===== src/sv/yuvbgr_pkg.sv =====
// Shared types and constants of the 4:2:2 to BGR24 converter.
`timescale 1ns / 1ps

package yuvbgr_pkg;

  localparam logic [7:0] CHROMA_BIAS = 8'd128;
  localparam int         QUEUE_DEPTH = 2;

  localparam logic ORDER_UYVY = 1'b0;
  localparam logic ORDER_YUYV = 1'b1;

  localparam logic [1:0] REG_BYTE_ORDER = 2'd0;
  localparam logic [1:0] REG_ROW_PIXELS = 2'd1;
  localparam logic [1:0] REG_ROW_STRIDE = 2'd2;
  localparam logic [1:0] REG_FRAME_ROWS = 2'd3;

  localparam logic [12:0] RESET_ROW_PIXELS = 13'd640;
  localparam logic [13:0] RESET_ROW_STRIDE = 14'd1280;
  localparam logic [12:0] RESET_FRAME_ROWS = 13'd480;

  typedef struct packed {
    logic        byte_order;
    logic [12:0] row_pixels;
    logic [13:0] row_stride;
    logic [12:0] frame_rows;
  } cfg_t;

  // One macropixel, sorted into components, plus its row and frame marks.
  typedef struct packed {
    logic [7:0] u;
    logic [7:0] v;
    logic [7:0] y0;
    logic [7:0] y1;
    logic       row_end;
    logic       frame_end;
  } pair_t;

  typedef struct packed {
    logic full;
    logic empty;
  } q_status_t;

  typedef struct packed {
    logic [7:0] blue_first;
    logic [7:0] green_first;
    logic [7:0] red_first;
    logic [7:0] blue_second;
    logic [7:0] green_second;
    logic [7:0] red_second;
    logic       row_end;
    logic       frame_end;
  } pix_pair_t;

endpackage


===== src/sv/yuvbgr_front.sv =====
// Byte gathering front end: row and frame counting, macropixel assembly.
`timescale 1ns / 1ps

module yuvbgr_front #(
  parameter int MAX_ROW_PIXELS = 4096,
  parameter int MAX_FRAME_ROWS = 4096
) (
  input  logic               clk,
  input  logic               rst,
  input  yuvbgr_pkg::cfg_t   cfg,
  input  logic               take,
  input  logic [7:0]         data_byte,
  output logic               push,
  output yuvbgr_pkg::pair_t  pair
);
  import yuvbgr_pkg::*;

  localparam int CW  = ($clog2(2 * MAX_ROW_PIXELS + 1) > 14 ?
                        $clog2(2 * MAX_ROW_PIXELS + 1) : 14) + 1;
  localparam int RW  = ($clog2(MAX_FRAME_ROWS + 1) > 13 ?
                        $clog2(MAX_FRAME_ROWS + 1) : 13) + 1;
  localparam int PBW = $clog2(2 * MAX_ROW_PIXELS);
  localparam int RCW = (MAX_FRAME_ROWS > 1) ? $clog2(MAX_FRAME_ROWS) : 1;

  logic [7:0]     held [3];
  logic [PBW-1:0] pos;
  logic [RCW-1:0] row_count;

  logic [CW-1:0] wid, quad, twice, st, st_a, st_b, pos_w, pos1;
  logic [RW-1:0] rows, rows_a, rc1;
  logic          row_done, frame_hit, convert, last_pair;
  logic [1:0]    k;

  always_comb begin
    wid   = (CW'(cfg.row_pixels) > CW'(MAX_ROW_PIXELS)) ?
            CW'(MAX_ROW_PIXELS) : CW'(cfg.row_pixels);
    quad  = (wid >> 1) << 2;
    twice = wid << 1;
    st_a  = (CW'(cfg.row_stride) > CW'(2 * MAX_ROW_PIXELS)) ?
            CW'(2 * MAX_ROW_PIXELS) : CW'(cfg.row_stride);
    st_b  = (st_a < twice) ? twice : st_a;
    st    = (st_b < CW'(4)) ? CW'(4) : st_b;
    rows_a = (cfg.frame_rows == 13'd0) ? RW'(1) : RW'(cfg.frame_rows);
    rows   = (rows_a > RW'(MAX_FRAME_ROWS)) ? RW'(MAX_FRAME_ROWS) : rows_a;

    pos_w     = CW'(pos);
    pos1      = pos_w + CW'(1);
    rc1       = RW'(row_count) + RW'(1);
    row_done  = (pos1 >= st);
    frame_hit = (rc1 >= rows);
    convert   = (pos_w < quad);
    last_pair = (pos1 == quad);
    k         = pos[1:0];
  end

  assign push = take && convert && (k == 2'd3);

  // Sort the bytes by order; the fourth byte comes straight from the input.
  always_comb begin
    if (cfg.byte_order == ORDER_UYVY) begin
      pair.u  = held[0];
      pair.y0 = held[1];
      pair.v  = held[2];
      pair.y1 = data_byte;
    end else begin
      pair.y0 = held[0];
      pair.u  = held[1];
      pair.y1 = held[2];
      pair.v  = data_byte;
    end
    pair.row_end   = last_pair || row_done;
    pair.frame_end = (last_pair || row_done) && frame_hit;
  end

  always_ff @(posedge clk) begin
    if (rst) begin
      pos       <= '0;
      row_count <= '0;
      held[0]   <= '0;
      held[1]   <= '0;
      held[2]   <= '0;
    end else if (take) begin
      if (convert && k != 2'd3) begin
        held[k] <= data_byte;
      end
      if (row_done) begin
        pos       <= '0;
        row_count <= frame_hit ? '0 : rc1[RCW-1:0];
      end else begin
        pos <= pos1[PBW-1:0];
      end
    end
  end

endmodule


===== src/sv/yuvbgr_fifo.sv =====
// Two-entry queue of gathered macropixels between front and back end.
`timescale 1ns / 1ps

module yuvbgr_fifo (
  input  logic                   clk,
  input  logic                   rst,
  input  logic                   push,
  input  yuvbgr_pkg::pair_t      wr_data,
  input  logic                   pop,
  output yuvbgr_pkg::pair_t      rd_data,
  output yuvbgr_pkg::q_status_t  status
);
  import yuvbgr_pkg::*;

  localparam int AW = $clog2(QUEUE_DEPTH);
  localparam int NW = $clog2(QUEUE_DEPTH + 1);

  pair_t         slots [QUEUE_DEPTH];
  logic [AW-1:0] wr_ptr, rd_ptr;
  logic [NW-1:0] count;

  assign rd_data      = slots[rd_ptr];
  assign status.full  = (count == NW'(QUEUE_DEPTH));
  assign status.empty = (count == '0);

  always_ff @(posedge clk) begin
    if (push) begin
      slots[wr_ptr] <= wr_data;
    end
  end

  always_ff @(posedge clk) begin
    if (rst) begin
      wr_ptr <= '0;
      rd_ptr <= '0;
      count  <= '0;
    end else begin
      if (push) begin
        wr_ptr <= (wr_ptr == AW'(QUEUE_DEPTH - 1)) ? '0 : wr_ptr + AW'(1);
      end
      if (pop) begin
        rd_ptr <= (rd_ptr == AW'(QUEUE_DEPTH - 1)) ? '0 : rd_ptr + AW'(1);
      end
      case ({push, pop})
        2'b10:   count <= count + NW'(1);
        2'b01:   count <= count - NW'(1);
        default: count <= count;
      endcase
    end
  end

  a_no_overflow: assert property (@(posedge clk) disable iff (rst)
    !(push && status.full)) else $error("push into full queue");
  a_no_underflow: assert property (@(posedge clk) disable iff (rst)
    !(pop && status.empty)) else $error("pop from empty queue");
  a_count_up: assert property (@(posedge clk) disable iff (rst)
    (push && !pop) |=> (count == $past(count) + NW'(1)))
    else $error("queue count did not advance on push");

endmodule


===== src/sv/yuvbgr_back.sv =====
// Color conversion back end: chroma offsets, then add and clamp.
`timescale 1ns / 1ps

module yuvbgr_back (
  input  logic                   clk,
  input  logic                   rst,
  input  yuvbgr_pkg::pair_t      head,
  input  yuvbgr_pkg::q_status_t  q_status,
  output logic                   pop,
  output logic                   out_valid,
  input  logic                   out_stall,
  output yuvbgr_pkg::pix_pair_t  pix
);
  import yuvbgr_pkg::*;

  function automatic logic [7:0] clamp8(input logic signed [11:0] x);
    if (x < 0) begin
      return 8'd0;
    end else if (x > 12'sd255) begin
      return 8'd255;
    end
    return x[7:0];
  endfunction

  logic signed [9:0]  du, dv;
  logic signed [16:0] m_u;
  logic signed [12:0] m_rg, m_v;

  // stage A: offsets
  logic               a_valid;
  logic signed [10:0] a_u1, a_rg, a_v1;
  logic [7:0]         a_y0, a_y1;
  logic               a_row_end, a_frame_end;

  logic a_load, b_load;

  always_comb begin
    du   = $signed({2'b00, head.u}) - $signed({2'b00, CHROMA_BIAS});
    dv   = $signed({2'b00, head.v}) - $signed({2'b00, CHROMA_BIAS});
    m_u  = (17'(du) <<< 7) + 17'(du);
    m_rg = (13'(du) <<< 1) + 13'(du) + (13'(dv) <<< 2) + (13'(dv) <<< 1);
    m_v  = (13'(dv) <<< 1) + 13'(dv);
  end

  assign b_load = a_valid && (!out_valid || !out_stall);
  assign a_load = !a_valid || b_load;
  assign pop    = a_load && !q_status.empty;

  always_ff @(posedge clk) begin
    if (pop) begin
      a_u1        <= 11'(m_u >>> 6);
      a_rg        <= 11'(m_rg >>> 3);
      a_v1        <= 11'(m_v >>> 1);
      a_y0        <= head.y0;
      a_y1        <= head.y1;
      a_row_end   <= head.row_end;
      a_frame_end <= head.frame_end;
    end
    if (b_load) begin
      pix.blue_first   <= clamp8($signed({4'b0000, a_y0}) + 12'(a_u1));
      pix.green_first  <= clamp8($signed({4'b0000, a_y0}) - 12'(a_rg));
      pix.red_first    <= clamp8($signed({4'b0000, a_y0}) + 12'(a_v1));
      pix.blue_second  <= clamp8($signed({4'b0000, a_y1}) + 12'(a_u1));
      pix.green_second <= clamp8($signed({4'b0000, a_y1}) - 12'(a_rg));
      pix.red_second   <= clamp8($signed({4'b0000, a_y1}) + 12'(a_v1));
      pix.row_end      <= a_row_end;
      pix.frame_end    <= a_frame_end;
    end
  end

  always_ff @(posedge clk) begin
    if (rst) begin
      a_valid   <= 1'b0;
      out_valid <= 1'b0;
    end else begin
      if (a_load) begin
        a_valid <= !q_status.empty;
      end
      if (b_load) begin
        out_valid <= 1'b1;
      end else if (!out_stall) begin
        out_valid <= 1'b0;
      end
    end
  end

endmodule


===== src/sv/yuv422_to_bgr24_converter.sv =====
// Top level: packed 4:2:2 byte stream in, one BGR24 pixel pair out per macropixel.
// Throughput: one byte per cycle unless the queue is full; a pair per four converted bytes.
// Each pair passes through the queue slot, the offset stage and the output register
//   before it appears on the output.
// Stall on the output backs up through a two-entry queue before the input stalls.
// Reset (synchronous, rst high) clears counters, held bytes, queue and pipeline valids,
//   and loads the register defaults: UYVY, 640 pixels, stride 1280, 480 rows.
`timescale 1ns / 1ps

module yuv422_to_bgr24_converter #(
  parameter int MAX_ROW_PIXELS = 4096,
  parameter int MAX_FRAME_ROWS = 4096
) (
  input  logic        clk,
  input  logic        rst,
  // APB-style configuration port
  input  logic        psel,
  input  logic        penable,
  input  logic        pwrite,
  input  logic [3:0]  paddr,
  input  logic [31:0] pwdata,
  output logic [31:0] prdata,
  output logic        pready,
  // byte input channel
  input  logic        in_valid,
  output logic        in_stall,
  input  logic [7:0]  data_byte,
  // pixel pair output channel
  output logic        out_valid,
  input  logic        out_stall,
  output logic [7:0]  blue_first,
  output logic [7:0]  green_first,
  output logic [7:0]  red_first,
  output logic [7:0]  blue_second,
  output logic [7:0]  green_second,
  output logic [7:0]  red_second,
  output logic        row_end,
  output logic        frame_end
);
  import yuvbgr_pkg::*;

  cfg_t      cfg;
  logic      cfg_write;
  logic [1:0] reg_index;

  logic      take, push, pop;
  pair_t     front_pair, head;
  q_status_t q_status;
  pix_pair_t pix;

  // Configuration registers: word-aligned, one per 4-byte address.
  assign pready    = 1'b1;
  assign reg_index = paddr[3:2];
  assign cfg_write = psel && penable && pwrite && pready;

  always_ff @(posedge clk) begin
    if (rst) begin
      cfg.byte_order <= ORDER_UYVY;
      cfg.row_pixels <= RESET_ROW_PIXELS;
      cfg.row_stride <= RESET_ROW_STRIDE;
      cfg.frame_rows <= RESET_FRAME_ROWS;
    end else if (cfg_write) begin
      case (reg_index)
        REG_BYTE_ORDER: cfg.byte_order <= pwdata[0];
        REG_ROW_PIXELS: cfg.row_pixels <= pwdata[12:0];
        REG_ROW_STRIDE: cfg.row_stride <= pwdata[13:0];
        REG_FRAME_ROWS: cfg.frame_rows <= pwdata[12:0];
        default:        cfg.byte_order <= cfg.byte_order;
      endcase
    end
  end

  always_comb begin
    case (reg_index)
      REG_BYTE_ORDER: prdata = {31'd0, cfg.byte_order};
      REG_ROW_PIXELS: prdata = {19'd0, cfg.row_pixels};
      REG_ROW_STRIDE: prdata = {18'd0, cfg.row_stride};
      REG_FRAME_ROWS: prdata = {19'd0, cfg.frame_rows};
      default:        prdata = 32'd0;
    endcase
  end

  // Hold the input only while the queue has no free slot.
  assign in_stall = q_status.full;
  assign take     = in_valid && !in_stall;

  yuvbgr_front #(
    .MAX_ROW_PIXELS(MAX_ROW_PIXELS),
    .MAX_FRAME_ROWS(MAX_FRAME_ROWS)
  ) u_front (
    .clk      (clk),
    .rst      (rst),
    .cfg      (cfg),
    .take     (take),
    .data_byte(data_byte),
    .push     (push),
    .pair     (front_pair)
  );

  yuvbgr_fifo u_fifo (
    .clk    (clk),
    .rst    (rst),
    .push   (push),
    .wr_data(front_pair),
    .pop    (pop),
    .rd_data(head),
    .status (q_status)
  );

  yuvbgr_back u_back (
    .clk      (clk),
    .rst      (rst),
    .head     (head),
    .q_status (q_status),
    .pop      (pop),
    .out_valid(out_valid),
    .out_stall(out_stall),
    .pix      (pix)
  );

  assign blue_first   = pix.blue_first;
  assign green_first  = pix.green_first;
  assign red_first    = pix.red_first;
  assign blue_second  = pix.blue_second;
  assign green_second = pix.green_second;
  assign red_second   = pix.red_second;
  assign row_end      = pix.row_end;
  assign frame_end    = pix.frame_end;

endmodule


===== config.mk =====
export PLATFORM = sky130hd
export DESIGN_NAME = yuv422_to_bgr24_converter
export DESIGN_NICKNAME = d
export VERILOG_FILES = /design/src/sv/yuvbgr_pkg.sv /design/src/sv/yuvbgr_front.sv /design/src/sv/yuvbgr_fifo.sv /design/src/sv/yuvbgr_back.sv /design/src/sv/yuv422_to_bgr24_converter.sv
export SDC_FILE = /design/constraint.sdc
export NUM_CORES = 1
export LEC_CHECK = 0
export ABC_AREA = 1
export BUFFER_PORTS_ARGS = -buffer_cell sky130_fd_sc_hd__buf_2
export CORE_UTILIZATION = 61
export CTS_BUF_LIST = sky130_fd_sc_hd__clkbuf_4 sky130_fd_sc_hd__clkbuf_8 sky130_fd_sc_hd__clkbuf_16
export CTS_CLUSTER_SIZE = 16
export DETAILED_ROUTE_END_ITERATION = 6
export PLACE_DENSITY = 0.82
export SYNTH_ARGS = -nofsm -noshare
export SYNTH_HDL_FRONTEND = slang
export SYNTH_HIERARCHICAL = 1
export SYNTH_SLANG_ARGS = --single-unit

===== constraint.sdc =====
create_clock -name clk -period 5.69 [get_ports clk]
set_clock_uncertainty 0.1 [all_clocks]
set_input_delay 0 -clock clk [delete_from_list [all_inputs] [get_ports clk]]
set_output_delay 0 -clock clk [all_outputs]
set_load 0.005 [all_outputs]

==> results.md, run 1 <==
- Initial antenna violation count: 0
- Syn. warnings: 6
- Pwr dens: 514 mW/mm2
- Outcome: complete, no violations
- Cells after Synth: 2020
- Vias in the first global route: 13301
- CTS tree: built
- Total GRT Usage: 27.2%
- TNS Setup: 0 ps
- Ys flop type: edfxtp_1
- F_max: 0.202 GHz
- Clock tree buffer depth: 3
- Final Hold Vio Count: 0
- Synthesized area: 0.0172 mm2
- Yosys reg bits: 262
- Avg WL per Cell: 15.2 um
- Vias/cell: 5.45
- Critical path arrival: 5340 ps
- VDD IR-drop max: 0.536 mV
- Tmin final: 4960 ps
- First-iteration detailed-routing DRC count: 894
- Max transition margin: 17.5%
- Leading area contributor after synthesis: edfxtp_1
- Crit start category: register
- Hold buffer count at CTS: 52
- Ratio of final minimum period to clock period: 87.1%
- Buffers on Ports: 96
- CTS Root Cell: clkbuf_16
- Post-synth EDFFs: 189
- Fillers: 2111
- Synth top area share: 33.0%
- Tot Pwr: 0.00990 W
- TritonRoute pass-1 iters: 6
- Via count: 13952
- Die Ht: 170 um
- DP Worst Slack: 804 ps
- Commonest cells in the netlist: nand2_1, inv_1, nor2_1
- Reg2reg setup slack: 730 ps
- ANT cells: 0
- Layout cell share with drive strength beyond 1: 12.6%
- TritonCTS Sinks: 262
- Area grow syn2layout: 11.9%
- Gpl congestion: 0.899
- Post-cts gate resize count: 0
- Clk_lat worst skew: 560 ps
- Worst Path Required: 6070 ps
- Worst-margin pin slew: 1230 ps
- DRC viols: 0
- Pin count of the biggest net entering global routing: 67
- CP Max Fanout: 17
- Setup violations, final: 0
- Clock transition at the registers of the reported paths: 60 ps
- Static leakage: 8.95 nW
- Die W: 170 um
- Final nets: 2364
- Worst Setup End Kind: register
- Core area: 0.0278 mm2
- Total global routing overflow: 0
- Final HPWL DP: 27.7 mm
- Crit Path Category: reg2reg
- Async SR Flop Fraction: 0%
- I/O pin total: 136
- Layout Utilization: 69.4%
- Post-CTS Setup Bufs: 0
- Cell variety after synth: 58
- Largest cells by area after synthesis: edfxtp_1, nand2_1, ha_1
- Sequential cell area fraction in the yosys report: 41.4%
- # rows: 61
- RSZ-0062 raised after global routing: false
- PnR worst setup slack: 731 ps
- Num CTS Buffers: 27
- Post-route ant nets: 0
- Slew Viols, Final: 0
- H-Tree Level Count: 1
- Count leader, synth: nand2_1
- Final WL: 38.9 mm
- Avg Inst Size Synth: 8.52 um2
- Starting Density: 62.0%
- Die area: 0.0289 mm2
- First-pass GRT wire length: 63.0 mm
- Max_cap viols: 0
- Hold Crit Class: in2reg
cell type report:
type                       count  area [um2]  share of cell area, %
clock buffer                  38         777                   4.03
timing repair buffer         154        1050                   5.43
sequential                   262        7140                   37.1
inverter                     251         942                   4.89
tap                          378         473                   2.45
clock inverter                 9         111                  0.578
multi-input combinational   1466        8780                   45.6
final timing paths:
path                                           start                   end  depth (start not counted)
worst max-delay path                         cfg[36]  u_front/row_count[2]                         24
worst min-delay path                       pwdata[9]                cfg[9]                          6
worst max register to register               cfg[36]  u_front/row_count[2]                         24
worst min register to register  u_front/row_count[9]  u_front/row_count[9]                          2
flip-flops by register name (all words and copies together), names as in the netlist, 9 cells and up, named ones only:
register and cells:
u_back/pix 50, u_front/row_count 12, u_back/a_v1 9, u_front/pos 13, u_back/a_rg 10, u_front/held 24, u_fifo/slots 68, cfg 41
u_back/a_u1 10
worst max-delay path, cell delays in order, from the launching register on:
cell and delay, ps:
dfxtp_1 350, nor4_1 280, nand2_1 80, nand2_1 200, nand2_1 220, ha_1 360, nand2_1 60, nor3_1 250
nand2_2 210, nand2_4 210, nand2_1 80, nand2_1 90, nand2_1 60, nor2_1 120, nand2_1 100, nor2_1 150
nor2_1 60, ha_1 310, nand4_1 140, or4_4 560, nand2_4 130, nand2_2 100, nor2_2 420, nand2_1 90
a21oi_1 150
power by group:
group / switching (W) / internal (W)
clock: 0.000722 / 0.00104
combinational: 0.00315 / 0.00187
sequential: 0.000325 / 0.00279
total: 0.00420 / 0.00571
routing by layer:
layer,wire (um),vias up,GRT usage (%)
met3,2250,120,3.86
met4,1570,0,12.5
li1,-,6937,-
met5,0,-,0
met2,18600,470,46.9
met1,16500,6425,33.6
kinds of logic (layout without fill, tap and decap cells):
kind of cell | Yosys count | count (layout) | synth area share, %
other | 2 | 19 | 0.0436
adder cells (fa/ha/maj) | 151 | 151 | 11.9
multiplexers | 34 | 34 | 2.88
buffers and inverters | 309 | 452 | 8.00
AND/OR/NAND/NOR | 1045 | 1045 | 27.6
AO/OA/AOI/OAI | 156 | 156 | 5.04
XOR/XNOR | 61 | 61 | 3.15
flip-flops | 262 | 262 | 41.4
cell usage in the layout, fill, tap and decap left out, types with 4 or more instances in the layout:
| cell | n |
|---|---|
| clkbuf_16 | 27 |
| nand2_4 | 9 |
| mux2_4 | 30 |
| dlygate4sd3_1 | 52 |
| nor2_1 | 189 |
| buf_4 | 6 |
| inv_2 | 8 |
| nand2_2 | 20 |
| nor3_1 | 11 |
| nand3_2 | 13 |
| edfxtp_1 | 189 |
| xnor2_1 | 15 |
| xor2_1 | 45 |
| nor2_4 | 12 |
| dfxtp_1 | 71 |
| o21ai_0 | 35 |
| mux2_2 | 4 |
| nand2_1 | 545 |
| nand3_1 | 157 |
| nand3b_1 | 6 |
| nor2_2 | 8 |
| nand4_1 | 55 |
| inv_1 | 242 |
| clkbuf_4 | 8 |
| nor4_1 | 4 |
| buf_2 | 96 |
| fa_1 | 21 |
| ha_1 | 130 |
| conb_1 | 19 |
| a21oi_1 | 93 |
per-stage QoR:
stage / hold slack [ps] / cell area (um2) / cells
2_1_floorplan: -30.9 / 17300 / 2037
4_1_cts: 211 / 19300 / 2558
6_report: 237 / 19300 / 2558
3_3_place_gp: 129 / 17900 / 2459
5_1_grt: 254 / 19300 / 2558
3_5_place_dp: 135 / 17900 / 2459
(Power assumes the default switching activity.)
==> run 2, diff against run 1 <==
Settings changed: ABC_AREA 1 to 0, RECOVER_POWER from default to 50.
Clock period 5.69 ns to 4.8 ns, I/O delays scaled along.
==> results.md, run 2 <==
- Tot Pwr: 0.00977 W (was 0.00990 W)
- Critical path origin: cfg[16] (was cfg[36])
- CP Cell Sequence: nor4_2 > nand3_1 > o31a_1 > nor2b_2 > ha_1 > o21ai_0 > a2111oi_2 > nor3_2 > buf_12 > buf_4 > mux2i_1 > ha_1 > nand4_1 > nor2_1 > o41ai_2 > buf_4 > and3_1 > or4b_1 > a31oi_1 (was nor4_1 > nand2_1 > nand2_1 > nand2_1 > ha_1 > nand2_1 > nor3_1 > nand2_2 > nand2_4 > nand2_1 > nand2_1 > nand2_1 > nor2_1 > nand2_1 > nor2_1 > nor2_1 > ha_1 > nand4_1 > or4_4 > nand2_4 > nand2_2 > nor2_2 > nand2_1 > a21oi_1)
- Ratio of final minimum period to clock period: 94.5% (was 87.1%)
- Tmin final: 4540 ps (was 4960 ps)
- Worst reg2reg path depth: 19 (was 24)
- F_max: 0.220 GHz (was 0.202 GHz)
- Hold Crit Class: in2reg (unchanged)
- Pin count of the biggest net entering global routing: 69 (was 67)
- # rows: 60 (was 61)
- Initial antenna violation count: 0 (unchanged)
- RSZ-0062 raised after global routing: false (unchanged)
- First-pass GRT wire length: 64.0 mm (was 63.0 mm)
- Synth Area in Adders: 12.3% (was 11.9%)
- Area grow syn2layout: 13.9% (was 11.9%)
- Fillers: 1883 (was 2111)
- ANT cells: 0 (unchanged)
- Crit Path Category: reg2reg (unchanged)
- Pwr dens: 511 mW/mm2 (was 514 mW/mm2)
- I/O pin total: 136 (unchanged)
- Ys flop type: edfxtp_1 (unchanged)
- Complex-gate fraction of the synthesized area: 14.8% (was 5.04%)
- Commonest cells in the netlist: edfxtp_1, ha_1, a21oi_1 (was nand2_1, inv_1, nor2_1)
- Total GRT Usage: 28.4% (was 27.2%)
- Commonest cells after routing, fill and taps aside: edfxtp_1, ha_1, a21oi_1 (was nand2_1, inv_1, nor2_1, edfxtp_1, nand3_1)
- Regs by FF count: u_fifo/slots x68, u_back/pix x50, cfg x41 (unchanged)
- Hold Slack: 66.6 ps (was 237 ps)
- Post-synthesis mux area share: 8.68% (was 2.88%)
- Via count: 12856 (was 13952)
- Avg WL per Cell: 19.2 um (was 15.2 um)
- Post-route ant nets: 0 (unchanged)
- Final nets: 1925 (was 2364)
- CP Buf/Inv Count: 3 (was 0)
- TNS Setup: 0 ps (unchanged)
- Syn. warnings: 6 (unchanged)
- Die W: 168 um (was 170 um)
- Buffers on Ports: 96 (unchanged)
- Failing checks: max-capacitance violations, max-slew violations
- H-Tree Level Count: 1 (unchanged)
- TritonRoute pass-1 iters: 6 (unchanged)
- DRC viols: 0 (unchanged)
- Slew Viols, Final: 134 (was 0)
- Layout cell share with drive strength beyond 1: 15.0% (was 12.6%)
- Worst Setup End Kind: register (unchanged)
- Max reg flops: 68 (unchanged)
- Vias in the first global route: 12849 (was 13301)
- First-iteration detailed-routing DRC count: 1027 (was 894)
- Starting Density: 62.3% (was 62.0%)
- Reg2reg setup slack: 260 ps (was 730 ps)
- CP max stage cell: or4b_1 (was or4_4)
- Post-Synth XOR/XNOR Area: 4.22% (was 3.15%)
- HP Start: paddr[3] (was pwdata[9])
- Synth top area share: 33.8% (was 33.0%)
- Cell family with the largest share of critical-path delay: simple AND/OR/NAND/NOR gates (unchanged)
- Post-synth EDFFs: 189 (unchanged)
- Core area: 0.0270 mm2 (was 0.0278 mm2)
- Avg Inst Size Synth: 10.8 um2 (was 8.52 um2)
- Largest cells by area after synthesis: edfxtp_1, ha_1, dfxtp_1 (was edfxtp_1, nand2_1, ha_1)
- Gpl congestion: 0.967 (was 0.899)
- Cell variety after synth: 95 (was 58)
- Post-Synth Simple-Gate Area: 12.9% (was 27.6%)
- Max transition margin: -75.9% (was 17.5%)
- Clk_lat worst skew: 570 ps (was 560 ps)
- Reg2reg end: u_front/pos[9] (was u_front/row_count[2])
- VDD IR-drop max: 0.293 mV (was 0.536 mV)
- Cells after Synth: 1562 (was 2020)
- Worst Path Required: 5180 ps (was 6070 ps)
- PnR worst setup slack: 263 ps (was 731 ps)
- Clock transition at the registers of the reported paths: 60 ps (about the same)
- Crit start category: register (unchanged)
- Largest Register: u_fifo/slots (unchanged)
- Final HPWL DP: 29.2 mm (was 27.7 mm)
- CTS Root Cell: clkbuf_16 (unchanged)
- Vias/cell: 6.16 (was 5.45)
- Yosys reg bits: 262 (unchanged)
- Max_cap viols: 3 (was 0)
- Critical path arrival: 4920 ps (was 5340 ps)
- Total global routing overflow: 0 (unchanged)
- CTS tree: built (unchanged)
- DP Worst Slack: -495 ps (was 804 ps)
- Synthesized area: 0.0168 mm2 (was 0.0172 mm2)
- Outcome: finished, violations left (was complete, no violations)
- CP Max Fanout: 12 (was 17)
- Final Hold Vio Count: 0 (unchanged)
- Sequential cell area fraction in the yosys report: 42.5% (was 41.4%)
- Count leader, synth: edfxtp_1 (was nand2_1)
- Clock tree buffer depth: 3 (unchanged)
- Flip-flop and latch area: 0.00714 mm2 (about the same)
- Static leakage: 7.82 nW (was 8.95 nW)
- Worst-margin pin slew: 2640 ps (was 1230 ps)
- Delay of the slowest critical-path stage: 470 ps (was 560 ps)
- Worst Hold Path EP: cfg[7] (was cfg[9])
- Leading area contributor after synthesis: edfxtp_1 (unchanged)
- Num CTS Buffers: 29 (was 27)
- Most common cell after layout, fill and taps aside: edfxtp_1 (was nand2_1)
- Main combinational cell family by area after synthesis: compound AO/OA/AOI/OAI gates (was simple AND/OR/NAND/NOR gates)
- TritonCTS Sinks: 262 (unchanged)
- Reg2Reg Launch Point: cfg[16] (was cfg[36])
- Worst Hold Depth: 3 (was 6)
- Die Ht: 168 um (was 170 um)
- Area of the multi-input gates: 0.00900 mm2 (was 0.00878 mm2)
- Async SR Flop Fraction: 0% (unchanged)
- Die area: 0.0282 mm2 (was 0.0289 mm2)
- Final WL: 40.0 mm (was 38.9 mm)
- Setup violations, final: 0 (unchanged)
## run 2: final cells by class
type	count	area share [%]
clock buffer	36	4.07
inverter	76	1.49
timing repair buffer	199	6.79
multi-input combinational	1155	47.0
clock inverter	17	1.08
tap	341	2.23
sequential	262	37.3
## run 2: worst max path at each step
stage,end,slack [ps],depth (start not counted)
after floorplan,u_back/pix[0],150,1
after global placement,u_front/row_count[8],-130,17
after detailed placement,u_front/row_count[8],-490,16
after CTS,u_front/pos[9],2,19
after global routing,u_front/pos[9],20,19
final,u_front/pos[9],260,19
## run 2: logic make-up after synthesis
| group | Yosys count |
|---|---|
| buffers and inverters | 162 |
| other | 2 |
| adder cells (fa/ha/maj) | 153 |
| XOR/XNOR | 81 |
| AO/OA/AOI/OAI | 363 |
| multiplexers | 134 |
| AND/OR/NAND/NOR | 405 |
| flip-flops | 262 |
## run 2: worst register-to-register path, stage by stage, from the launching register on
cell       delay (ps)
dfxtp_1           350
nor4_2            320
nand3_1           140
o31a_1            290
nor2b_2           160
ha_1              240
o21ai_0           120
a2111oi_2         130
nor3_2            260
buf_12            180
buf_4             140
mux2i_1           230
ha_1              280
nand4_1           100
nor2_1             50
o41ai_2           320
buf_4             170
and3_1            200
or4b_1            470
a31oi_1           200
## run 2: layer usage
| layer | part of all wire (%) | track usage, % | vias to the layer above | wire length [um] |
|---|---|---|---|---|
| met3 | 6.1 | 3.88 | 146 | 2450 |
| met4 | 5.2 | 15.8 | 0 | 2060 |
| met1 | 39 | 33.5 | 6059 | 15700 |
| met2 | 49 | 50.1 | 572 | 19800 |
| met5 | 0 | 0 | - | 0 |
| li1 | - | - | 6079 | - |
## run 2: repair_timing
item,in CTS,in global routing
gates resized for setup,2,6
hold buffers,34,0
hold endpoints to repair,114,0
pin swaps,1,2
buffers inserted,1,1
cloned,0,0
setup endpoints to repair,29,29
## run 2: metrics by stage
stage | std cells | utilization [%] | area, um2
after floorplan | 1579 | - | 16900
after global placement | 1997 | 66.2 | 17800
after detailed placement | 1997 | 66.2 | 17800
after CTS | 2085 | 71.2 | 19200
after global routing | 2086 | 71.0 | 19100
final | 2086 | 71.0 | 19100
## run 2: power breakdown
group	switching [W]	internal, W	leakage, nW
combinational	0.00234	0.00179	4.98
clock	0.000917	0.00137	0.479
sequential	0.000253	0.00310	2.36
total	0.00351	0.00626	7.82
==> run 3, diff against run 2 <==
Settings changed: RECOVER_POWER 50 to default.
==> results.md, run 3 (synthesized netlist as in run 2, its figures left out) <==
- # rows: 60 (unchanged)
- Crit Path Category: reg2reg (unchanged)
- Num CTS Buffers: 29 (unchanged)
- Slew Viols, Final: 0 (was 134)
- Area grow syn2layout: 14.4% (was 13.9%)
- RSZ-0062 raised after global routing: false (unchanged)
- Max_cap viols: 0 (was 3)
- Initial antenna violation count: 0 (unchanged)
- Commonest cells after routing, fill and taps aside: edfxtp_1, ha_1, buf_2 (was edfxtp_1, ha_1, a21oi_1)
- Via count: 12833 (was 12856)
- Final WL: 40.0 mm (about the same)
- Die Ht: 168 um (unchanged)
- Ratio of final minimum period to clock period: 94.6% (was 94.5%)
- Met3 Usage GRT: 3.88% (unchanged)
- Final nets: 1925 (unchanged)
- Final instance area: 0.0192 mm2 (was 0.0191 mm2)
- ANT cells: 0 (unchanged)
- Worst-margin pin slew: 1050 ps (was 2640 ps)
- F_max: 0.220 GHz (about the same)
- Critical path arrival: 4930 ps (was 4920 ps)
- Gpl congestion: 0.967 (unchanged)
- Largest Register: u_fifo/slots (unchanged)
- Total GRT Usage: 28.4% (unchanged)
- Post-route ant nets: 0 (unchanged)
- Total global routing overflow: 0 (unchanged)
- I/O pin total: 136 (unchanged)
- TritonCTS Sinks: 262 (unchanged)
- Clock share of power: 23.4% (about the same)
- Dpl cells: 1997 (unchanged)
- Final Hold Vio Count: 0 (unchanged)
- Hold Crit Class: in2reg (unchanged)
- Pwr dens: 510 mW/mm2 (was 511 mW/mm2)
- Routing usage on met1: 33.5% (unchanged)
- Hold Slack: 70.4 ps (was 66.6 ps)
- Clock tree buffer depth: 3 (unchanged)
- Critical path origin: cfg[18] (was cfg[16])
- Most common cell after layout, fill and taps aside: edfxtp_1 (unchanged)
- VDD IR-drop max: 0.293 mV (about the same)
- Internal Pwr Total: 0.00627 W (was 0.00626 W)
- Avg WL per Cell: 19.2 um (about the same)
- Reg2Reg Launch Point: cfg[18] (was cfg[16])
- Worst Path Required: 5180 ps (about the same)
- Met2 Use GR: 50.1% (unchanged)
- Max reg flops: 68 (unchanged)
- TritonRoute pass-1 iters: 5 (was 6)
- Regs by FF count: u_fifo/slots x68, u_back/pix x50, cfg x41 (unchanged)
- CP Max Fanout: 12 (unchanged)
- Clock transition at the registers of the reported paths: 60 ps (about the same)
- Sequential share of power: 34.0% (was 34.3%)
- Switching part of the total: 35.9% (was 36.0%)
- Layout cell share with drive strength beyond 1: 18.9% (was 15.0%)
- DRC viols: 0 (unchanged)
- Worst Setup End Kind: register (unchanged)
- Static leakage: 7.92 nW (was 7.82 nW)
- Final HPWL DP: 29.2 mm (unchanged)
- CTS tree: built (unchanged)
- Setup violations, final: 0 (unchanged)
- First-iteration detailed-routing DRC count: 964 (was 1027)
- Crit start category: register (unchanged)
- H-Tree Level Count: 1 (unchanged)
- Core area: 0.0270 mm2 (unchanged)
- HP Start: paddr[3] (unchanged)
- CTS Root Cell: clkbuf_16 (unchanged)
- Max transition margin: 29.2% (was -75.9%)
- First-pass GRT wire length: 64.0 mm (unchanged)
- Buffers on Ports: 96 (unchanged)
- Outcome: complete, no violations (was finished, violations left)
- Vias/cell: 6.15 (was 6.16)
- Fin cells: 2086 (unchanged)
- Starting Density: 62.3% (unchanged)
- Busiest layer in global routing: met2 (unchanged)
- Pin count of the biggest net entering global routing: 69 (unchanged)
- Proportion of power drawn by combinational gates: 42.6% (was 42.3%)
- Vias in the first global route: 12849 (unchanged)
- TNS Setup: 0 ps (unchanged)
- Switching pwr: 0.00352 W (was 0.00351 W)
- DP Area: 0.0178 mm2 (unchanged)
- Clk_lat worst skew: 570 ps (about the same)
- Die area: 0.0282 mm2 (unchanged)
- Tmin final: 4540 ps (about the same)
- Die W: 168 um (unchanged)
[run 3: final timing paths]
kind / slack, ps / endpoint / depth (start not counted)
worst max-delay path: 260 / u_front/pos[9] / 19
worst min-delay path: 70 / cfg[7] / 3
worst max register to register: 260 / u_front/pos[9] / 19
worst min register to register: 320 / u_back/pix[0] / 0
[run 3: metal layers]
metal	up-vias	share of wire, %
met5	-	0
met4	0	5.5
met3	162	5.8
met2	557	49
met1	6034	39
li1	6080	-
[run 3: power by group through the flow]
stage	Clock (W)	Combinational, W	Sequential [W]
after CTS	0.00231	0.00415	0.00333
after floorplan	0	0.00319	0.00329
final	0.00229	0.00418	0.00333
after detailed placement	0	0.00407	0.00337
after global routing	0.00240	0.00463	0.00336
after global placement	0	0.00389	0.00336
[run 3: critical path: stages (launching register included)]
cell       delay, ps
dfxtp_1          320
nor4_2           330
nand3_1          150
o31a_1           290
nor2b_2          160
ha_1             240
o21ai_0          120
a2111oi_2        130
nor3_2           260
buf_12           180
buf_4            130
mux2i_1          230
ha_1             280
nand4_1          100
nor2_1            50
o41ai_2          330
buf_4            170
and3_1           200
or4b_1           470
a31oi_1          200
[run 3: final cells by class]
cell class | count | area, um2
Tap cell | 341 | 427
Sequential cell | 262 | 7140
Clock buffer | 36 | 778
Inverter | 76 | 285
Clock inverter | 17 | 206
Multi-Input combinational cell | 1155 | 9020
Timing Repair Buffer | 199 | 1370
Fill cell | 1848 | 7730
[run 3: metrics by stage]
step | util [%] | worst slack (ps) | total power, W
after CTS | 71.2 | 2.28 | 0.00979
after global placement | 66.2 | -129 | 0.00725
after floorplan | - | 147 | 0.00648
after detailed placement | 66.2 | -495 | 0.00744
final | 71.3 | 258 | 0.00979
after global routing | 71.3 | 19.9 | 0.0104
[run 3: what timing repair did]
item | CTS | global route
hold endpoints to repair | 114 | 0
setup endpoints to repair | 29 | 29
hold buffers | 34 | 0
pin swaps | 1 | 2
buffers inserted | 1 | 1
resized for setup | 2 | 6
